**src/sv/cfd_pkg.sv**
```systemverilog
// ----------------------------------------------------------------------------
// cfd_pkg
// Types, constants and the CRC-16 byte update for the frame deframer.
// ----------------------------------------------------------------------------
`default_nettype none

package cfd_pkg;

  // Configuration register indexes
  localparam int unsigned CfgIdxW = 2;
  localparam logic [CfgIdxW-1:0] CFG_HEADER_FIRST  = 2'd0;
  localparam logic [CfgIdxW-1:0] CFG_HEADER_SECOND = 2'd1;

  localparam logic [7:0] HDR_FIRST_RESET  = 8'h55;
  localparam logic [7:0] HDR_SECOND_RESET = 8'hAA;

  // Result kinds
  localparam logic [1:0] KIND_DATA    = 2'd0;
  localparam logic [1:0] KIND_CRC_OK  = 2'd1;
  localparam logic [1:0] KIND_CRC_BAD = 2'd2;

  // CRC-16 (Modbus) constants
  localparam logic [15:0] CRC_START = 16'hFFFF;
  localparam logic [15:0] CRC_POLY  = 16'hA001;

  // Number of reserved bytes after the data
  localparam logic [15:0] RESV_LEN = 16'd4;

  // Frame phase, one-hot
  typedef enum logic [9:0] {
    PH_HUNT1  = 10'b00_0000_0001,
    PH_HUNT2  = 10'b00_0000_0010,
    PH_CMD_LO = 10'b00_0000_0100,
    PH_CMD_HI = 10'b00_0000_1000,
    PH_LEN_LO = 10'b00_0001_0000,
    PH_LEN_HI = 10'b00_0010_0000,
    PH_DATA   = 10'b00_0100_0000,
    PH_RESV   = 10'b00_1000_0000,
    PH_CRC_LO = 10'b01_0000_0000,
    PH_CRC_HI = 10'b10_0000_0000
  } phase_e;

  // Result of one byte step
  typedef struct packed {
    logic        valid;
    logic [1:0]  kind;
    logic [7:0]  data;
    logic [15:0] command;
    logic [15:0] length;
  } res_t;

  // Header bytes in force
  typedef struct packed {
    logic [7:0] first;
    logic [7:0] second;
  } hdr_t;

  // Reflected CRC-16 update over one byte
  function automatic logic [15:0] crc_feed(input logic [15:0] crc, input logic [7:0] b);
    logic [15:0] c;
    c = crc ^ {8'h00, b};
    for (int i = 0; i < 8; i++) begin
      c = c[0] ? ((c >> 1) ^ CRC_POLY) : (c >> 1);
    end
    return c;
  endfunction

endpackage

`default_nettype wire

```
**src/sv/cfd_parser.sv**
```systemverilog
// ----------------------------------------------------------------------------
// cfd_parser
// Frame phase machine: header hunt, field capture, CRC and result decode.
// ----------------------------------------------------------------------------
`default_nettype none

module cfd_parser (
  input  wire logic           clk_i,
  input  wire logic           rst_ni,
  input  wire logic           step_i,
  input  wire logic [7:0]     byte_i,
  input  wire cfd_pkg::hdr_t  hdr_i,
  output cfd_pkg::res_t       res_o
);

  cfd_pkg::phase_e phase_q, phase_d;
  logic [15:0] command_q, command_d;
  logic [15:0] length_q, length_d;
  logic [15:0] left_q, left_d;
  logic [15:0] crc_q, crc_d;
  logic [7:0]  crc_lo_q, crc_lo_d;

  logic [15:0] crc_upd;
  logic [15:0] left_dec;
  logic [15:0] len_full;

  assign crc_upd  = cfd_pkg::crc_feed(crc_q, byte_i);
  assign left_dec = left_q - 16'd1;
  assign len_full = {byte_i, length_q[7:0]};

  // Decode the current byte against the phase
  always_comb begin
    phase_d  = phase_q;
    command_d = command_q;
    length_d = length_q;
    left_d   = left_q;
    crc_d    = crc_q;
    crc_lo_d = crc_lo_q;
    res_o    = '0;
    res_o.command = command_q;
    res_o.length  = length_q;
    unique case (phase_q)
      cfd_pkg::PH_HUNT1: begin
        if (byte_i == hdr_i.first) phase_d = cfd_pkg::PH_HUNT2;
      end
      cfd_pkg::PH_HUNT2: begin
        if (byte_i == hdr_i.second) begin
          crc_d   = cfd_pkg::CRC_START;
          phase_d = cfd_pkg::PH_CMD_LO;
        end else if (byte_i != hdr_i.first) begin
          phase_d = cfd_pkg::PH_HUNT1;
        end
      end
      cfd_pkg::PH_CMD_LO: begin
        crc_d     = crc_upd;
        command_d = {8'h00, byte_i};
        phase_d   = cfd_pkg::PH_CMD_HI;
      end
      cfd_pkg::PH_CMD_HI: begin
        crc_d     = crc_upd;
        command_d = {byte_i, command_q[7:0]};
        phase_d   = cfd_pkg::PH_LEN_LO;
      end
      cfd_pkg::PH_LEN_LO: begin
        crc_d    = crc_upd;
        length_d = {8'h00, byte_i};
        phase_d  = cfd_pkg::PH_LEN_HI;
      end
      cfd_pkg::PH_LEN_HI: begin
        crc_d    = crc_upd;
        length_d = len_full;
        if (len_full != 16'd0) begin
          left_d  = len_full;
          phase_d = cfd_pkg::PH_DATA;
        end else begin
          left_d  = cfd_pkg::RESV_LEN;
          phase_d = cfd_pkg::PH_RESV;
        end
      end
      cfd_pkg::PH_DATA: begin
        crc_d      = crc_upd;
        res_o.valid = 1'b1;
        res_o.kind  = cfd_pkg::KIND_DATA;
        res_o.data  = byte_i;
        if (left_dec == 16'd0) begin
          left_d  = cfd_pkg::RESV_LEN;
          phase_d = cfd_pkg::PH_RESV;
        end else begin
          left_d = left_dec;
        end
      end
      cfd_pkg::PH_RESV: begin
        crc_d  = crc_upd;
        left_d = left_dec;
        if (left_dec == 16'd0) phase_d = cfd_pkg::PH_CRC_LO;
      end
      cfd_pkg::PH_CRC_LO: begin
        crc_lo_d = byte_i;
        phase_d  = cfd_pkg::PH_CRC_HI;
      end
      cfd_pkg::PH_CRC_HI: begin
        res_o.valid = 1'b1;
        res_o.kind  = ({byte_i, crc_lo_q} == crc_q) ? cfd_pkg::KIND_CRC_OK
                                                    : cfd_pkg::KIND_CRC_BAD;
        phase_d = cfd_pkg::PH_HUNT1;
      end
      default: begin
        phase_d = cfd_pkg::PH_HUNT1;
      end
    endcase
  end

  // Advance state on each processed byte
  always_ff @(posedge clk_i or negedge rst_ni) begin
    if (!rst_ni) begin
      phase_q   <= cfd_pkg::PH_HUNT1;
      command_q <= '0;
      length_q  <= '0;
      left_q    <= '0;
      crc_q     <= cfd_pkg::CRC_START;
      crc_lo_q  <= '0;
    end else if (step_i) begin
      phase_q   <= phase_d;
      command_q <= command_d;
      length_q  <= length_d;
      left_q    <= left_d;
      crc_q     <= crc_d;
      crc_lo_q  <= crc_lo_d;
    end
  end

endmodule

`default_nettype wire

```
**src/sv/crc16_frame_deframer_top.sv**
```systemverilog
// An accepted byte waits in the input register; one that yields a result then
// loads the result register. Throughput: one byte per cycle while the result is
// not stalled; the CRC byte update and phase step fit between these registers.
// A stalled result holds while one more byte waits in the input register.
// Reset (rst_ni low, asynchronous) empties both registers, returns to the
// header hunt and loads header bytes 0x55 and 0xAA.
// ----------------------------------------------------------------------------
// crc16_frame_deframer_top
// Byte-stream deframer with header hunt and Modbus CRC-16 check.
// ----------------------------------------------------------------------------
`default_nettype none

module crc16_frame_deframer_top (
  input  wire logic        clk_i,
  input  wire logic        rst_ni,
  input  wire logic        in_valid_i,
  output logic             in_stall_o,
  input  wire logic [7:0]  rx_byte_i,
  output logic             out_valid_o,
  input  wire logic        out_stall_i,
  output logic [1:0]       out_kind_o,
  output logic [7:0]       out_byte_o,
  output logic [15:0]      out_command_o,
  output logic [15:0]      out_length_o,
  input  wire logic        cfg_we_i,
  input  wire logic [cfd_pkg::CfgIdxW-1:0] cfg_index_i,
  input  wire logic [7:0]  cfg_data_i
);

  cfd_pkg::hdr_t hdr_q;
  logic          in_valid_q;
  logic [7:0]    in_byte_q;
  logic          out_valid_q;
  cfd_pkg::res_t out_q;
  cfd_pkg::res_t res;
  logic          out_free;
  logic          advance;
  logic          in_take;

  assign out_free   = !out_valid_q || !out_stall_i;
  assign advance    = in_valid_q && out_free;
  assign in_stall_o = in_valid_q && !out_free;
  assign in_take    = in_valid_i && !in_stall_o;

  // Write header registers
  always_ff @(posedge clk_i or negedge rst_ni) begin
    if (!rst_ni) begin
      hdr_q.first  <= cfd_pkg::HDR_FIRST_RESET;
      hdr_q.second <= cfd_pkg::HDR_SECOND_RESET;
    end else if (cfg_we_i) begin
      unique case (cfg_index_i)
        cfd_pkg::CFG_HEADER_FIRST:  hdr_q.first  <= cfg_data_i;
        cfd_pkg::CFG_HEADER_SECOND: hdr_q.second <= cfg_data_i;
        default: ;
      endcase
    end
  end

  // Hold the input word until it is processed
  always_ff @(posedge clk_i or negedge rst_ni) begin
    if (!rst_ni) begin
      in_valid_q <= 1'b0;
    end else if (!in_stall_o) begin
      in_valid_q <= in_valid_i;
    end
  end

  always_ff @(posedge clk_i) begin
    if (in_take) in_byte_q <= rx_byte_i;
  end

  cfd_parser u_parser (
    .clk_i  (clk_i),
    .rst_ni (rst_ni),
    .step_i (advance),
    .byte_i (in_byte_q),
    .hdr_i  (hdr_q),
    .res_o  (res)
  );

  // Load the result register when it is free
  always_ff @(posedge clk_i or negedge rst_ni) begin
    if (!rst_ni) begin
      out_valid_q <= 1'b0;
    end else if (out_free) begin
      out_valid_q <= advance && res.valid;
    end
  end

  always_ff @(posedge clk_i) begin
    if (advance && res.valid && out_free) out_q <= res;
  end

  assign out_valid_o   = out_valid_q;
  assign out_kind_o    = out_q.kind;
  assign out_byte_o    = out_q.data;
  assign out_command_o = out_q.command;
  assign out_length_o  = out_q.length;

endmodule

`default_nettype wire

```
**config.mk**
```make
export PLATFORM = sky130hd
export DESIGN_NAME = crc16_frame_deframer_top
export DESIGN_NICKNAME = d
export VERILOG_FILES = /design/src/sv/cfd_pkg.sv /design/src/sv/cfd_parser.sv /design/src/sv/crc16_frame_deframer_top.sv
export SDC_FILE = /design/constraint.sdc
export NUM_CORES = 1
export LEC_CHECK = 0
export BUFFER_PORTS_ARGS = -buffer_cell sky130_fd_sc_hd__buf_4
export CORE_MARGIN = 8
export CORE_UTILIZATION = 50
export DETAILED_ROUTE_END_ITERATION = 8
export PLACE_DENSITY = 0.69
export SYNTH_ARGS = -nofsm -noshare
export SYNTH_HDL_FRONTEND = slang
export SYNTH_HIERARCHICAL = 1
export SYNTH_SLANG_ARGS = --single-unit
```
**constraint.sdc**
```tcl
create_clock -name clk_i -period 5.3 [get_ports clk_i]
set_clock_uncertainty 0.1 [all_clocks]
set_input_delay 1.06 -clock clk_i [delete_from_list [all_inputs] [get_ports clk_i]]
set_output_delay 1.06 -clock clk_i [all_outputs]
set_load 0.01 [all_outputs]
```
==> flow_summary.toml <==
[status]
status = "complete, no violations"

[cells_and_area]
instances_no_fill = 827
syn_to_final_growth_pct = 17.1
fin_util = 0.594
final_area_um2 = 8180
drive_gt1_frac = 0.278
diodes = 0
final_common_cell = "dfrtp_1"
nets = 659
final_cell_mix = "dfrtp_1 (75), nand2_1 (70), buf_4 (70), edfxtp_1 (50), mux2_2 (33)"

[grt]
gr-total-overflow = 0
antenna_found_initial = 0
grt.total_usage = 0.178
grt_first_pass_wirelength_um = 25000
grt_pass1_vias = 4745
grt_start_max_net_pins = 59

[timing]
max_clock_freq_mhz = 253
maxSlewViolCount = 0
setup_viol = 0
worst_pin_slew_ns = 1.09
hold_violations = 0
finalSetupTns_ns = 0
rsz0062_at_grt = "false"
period_needed_ns = 3.95
finalWorstSetupSlack_ns = 1.35
fin_hold_ws_ns = 0.344
maxSlewHeadroom = 0.270
finalCritPeriodShare = 0.746

[placed_design]
place_ws_ns = 1.40
hpwl_um = 10600
dp_cells = 795
place.gp.congestion = 0.921
io_buffers = 66
placed_area_um2 = 7610

[critical_path]
crit_fanout = 22
cpMaxStageDelayCell = "nor3_1"
reg2reg_to = "out_length_o[5]$_DFFE_PP_"
critPathRequiredTime_ns = 5.31
regToRegSetupSlack_ns = 1.35
crit_arrival_ns = 3.96
cp_cell_sequence = "or4_1 > or3_1 > nor3_1 > inv_1 > nand2_1 > nand2_1 > a21oi_4 > buf_4"
start_kind = "flip-flop"
crit_top_cell = "nand2_1"
cp_top_family = "simple AND/OR/NAND/NOR gates"
endpoint_kind = "flip-flop"
r2r_start = "u_parser/phase_q[5]$_DFFE_PN0P_"
critical_path_class = "flip-flop to flip-flop"
max_stage_delay_ns = 0.73
crit_buf_inv = 2
rr_worst_depth = 8

[route]
num_vias = 4718
ant_nets = 0
dr.pass1.iters = 5
via_per_inst = 5.70
post_drt_wl_per_cell_um = 18.6
wl_um = 15400
drtIter0Drc = 426
drc = 0

[clock_tree]
clock_latency_ns = 0.43
cts_tree = "built"
htree_levels = 4
post_cts_buffers = 0
ctsResizeCount = 0
cts_sinks = 150
root_buffer = "clkbuf_16"
cts_max_path_buffers = 2
numCtsBuffers = 17
ctsHoldBuffers = 0
clk_pin_slew_ns = 0.06

[synthesis]
synth-seq-area-share = 0.578
synth_mux_area_frac = 0.0581
syn-cell-area_um2 = 6980
synth_top_family_by_area = "simple AND/OR/NAND/NOR gates"
netlist_instances = 578
syn_nets = 603
ys_ff_latch = 150
yosysWarnings = 6
synth_simple_gate_area_share = 0.142
synth-edff-count = 50
synth_fa_ha_area_frac = 0.00358
synth_xor_area_frac = 0.0731
synth_compound_area_frac = 0.118
ys_async_sr_fraction = 0.667
synth_cell_types = 68
yosys_most_used_dff = "dfrtp_1"
avgSynthCellArea_um2 = 12.1

[power]
p_seq_frac = 0.456
fin_total_pwr_mw = 3.29
p_comb_frac = 0.196
ir_worst_vdd_mv = 0.415
p_int_mw = 2.38
power_frac_clock = 0.348
cellPowerDensity_nw_per_um2 = 403
switching_share = 0.276
p_leak_nw = 3.45
switching_power_mw = 0.909

[die]
die_area_um2 = 18000
start_util = 0.507
core_area_um2 = 13800
fp.dieH_um = 134
row_count = 43
io_pins = 67
die_w_um = 134

[run]
cap_violations = 0

[min_path]
hp-class = "flip-flop to flip-flop"
hold_path_depth = 0
holdPathEnd = "out_command_o[7]$_DFFE_PP_"
hp-start = "u_parser/command_q[7]$_DFFE_PN0P_"
## layout make-up
| type | instances | area [um^2] |
|---|---|---|
| Fill cell | 1196 | 5600 |
| Sequential cell | 150 | 4040 |
| Multi-Input combinational cell | 383 | 2780 |
| Timing Repair Buffer | 70 | 526 |
| Clock buffer | 17 | 425 |
| Tap cell | 180 | 225 |
| Clock inverter | 15 | 140 |
| Inverter | 12 | 45.0 |
## worst max path at each step
stage	start	end	slack, ns	cells past startpoint
2_1_floorplan	u_parser/phase_q[5]$_DFFE_PN0P_	out_byte_o[0]$_DFFE_PP_	0.67	8
3_3_place_gp	u_parser/phase_q[5]$_DFFE_PN0P_	out_length_o[2]$_DFFE_PP_	1.55	8
3_5_place_dp	u_parser/phase_q[5]$_DFFE_PN0P_	out_length_o[5]$_DFFE_PP_	1.40	8
4_1_cts	u_parser/phase_q[5]$_DFFE_PN0P_	out_length_o[5]$_DFFE_PP_	1.36	8
5_1_grt	u_parser/phase_q[5]$_DFFE_PN0P_	out_length_o[5]$_DFFE_PP_	1.11	8
6_report	u_parser/phase_q[5]$_DFFE_PN0P_	out_length_o[5]$_DFFE_PP_	1.35	8
## cells in the mapped netlist (all sizes together), types with 3 or more instances
cell | count | share of area
a211o | 3 | 0.0038
a21o | 4 | 0.0043
a21oi | 16 | 0.013
a22o | 12 | 0.015
a22oi | 5 | 0.0054
and2 | 12 | 0.011
and4 | 4 | 0.0050
buf | 6 | 0.0052
clkbuf | 27 | 0.015
dfrtp | 75 | 0.27
dfstp | 25 | 0.094
edfxtp | 50 | 0.22
inv | 11 | 0.0059
mux2 | 36 | 0.058
nand2 | 70 | 0.038
nand2b | 3 | 0.0027
nand3 | 5 | 0.0036
nand4 | 8 | 0.0072
nand4b | 3 | 0.0038
nor2 | 21 | 0.011
nor2b | 4 | 0.0036
nor3 | 11 | 0.0079
nor4 | 18 | 0.018
o211ai | 3 | 0.0032
o21ai | 20 | 0.014
o22a | 17 | 0.021
o31ai | 4 | 0.0043
or2 | 4 | 0.0036
or3 | 7 | 0.0070
or4 | 7 | 0.0081
xnor2 | 24 | 0.030
xor2 | 29 | 0.036
## layer usage
layer / vias up / GRT usage / share of wire
met5: - / 0 / 0
met4: 0 / 0.0711 / 0.017
met3: 27 / 0.0553 / 0.071
met2: 140 / 0.274 / 0.47
met1: 2332 / 0.229 / 0.45
li1: 2219 / - / -
## power by group through the flow
stage / clock network (mW) / registers [mW] / logic, mW
2_1_floorplan: 0 / 1.49 / 0.518
3_3_place_gp: 0 / 1.52 / 0.640
3_5_place_dp: 0 / 1.52 / 0.647
4_1_cts: 1.17 / 1.50 / 0.651
5_1_grt: 1.22 / 1.52 / 0.705
6_report: 1.15 / 1.50 / 0.646
## registers in the layout (all words and copies together) (netlist names), 2 cells and up
name	cells
hdr_q	16
in_byte_q	8
out_byte_o	8
out_command_o	16
out_kind_o	2
out_length_o	16
u_parser/command_q	16
u_parser/crc_lo_q	8
u_parser/crc_q	16
u_parser/left_q	16
u_parser/length_q	16
u_parser/phase_q	10
## cell families (layout without fill, tap and decap cells)
| group | count (synthesis) | in the layout |
|---|---|---|
| xor+xnor | 55 | 55 |
| compound gates | 104 | 104 |
| simple gates | 186 | 186 |
| buf+inv | 45 | 114 |
| fa+ha+maj | 2 | 2 |
| flops | 150 | 150 |
| mux | 36 | 36 |
No activity file was read; power rests on OpenSTA's default activity.
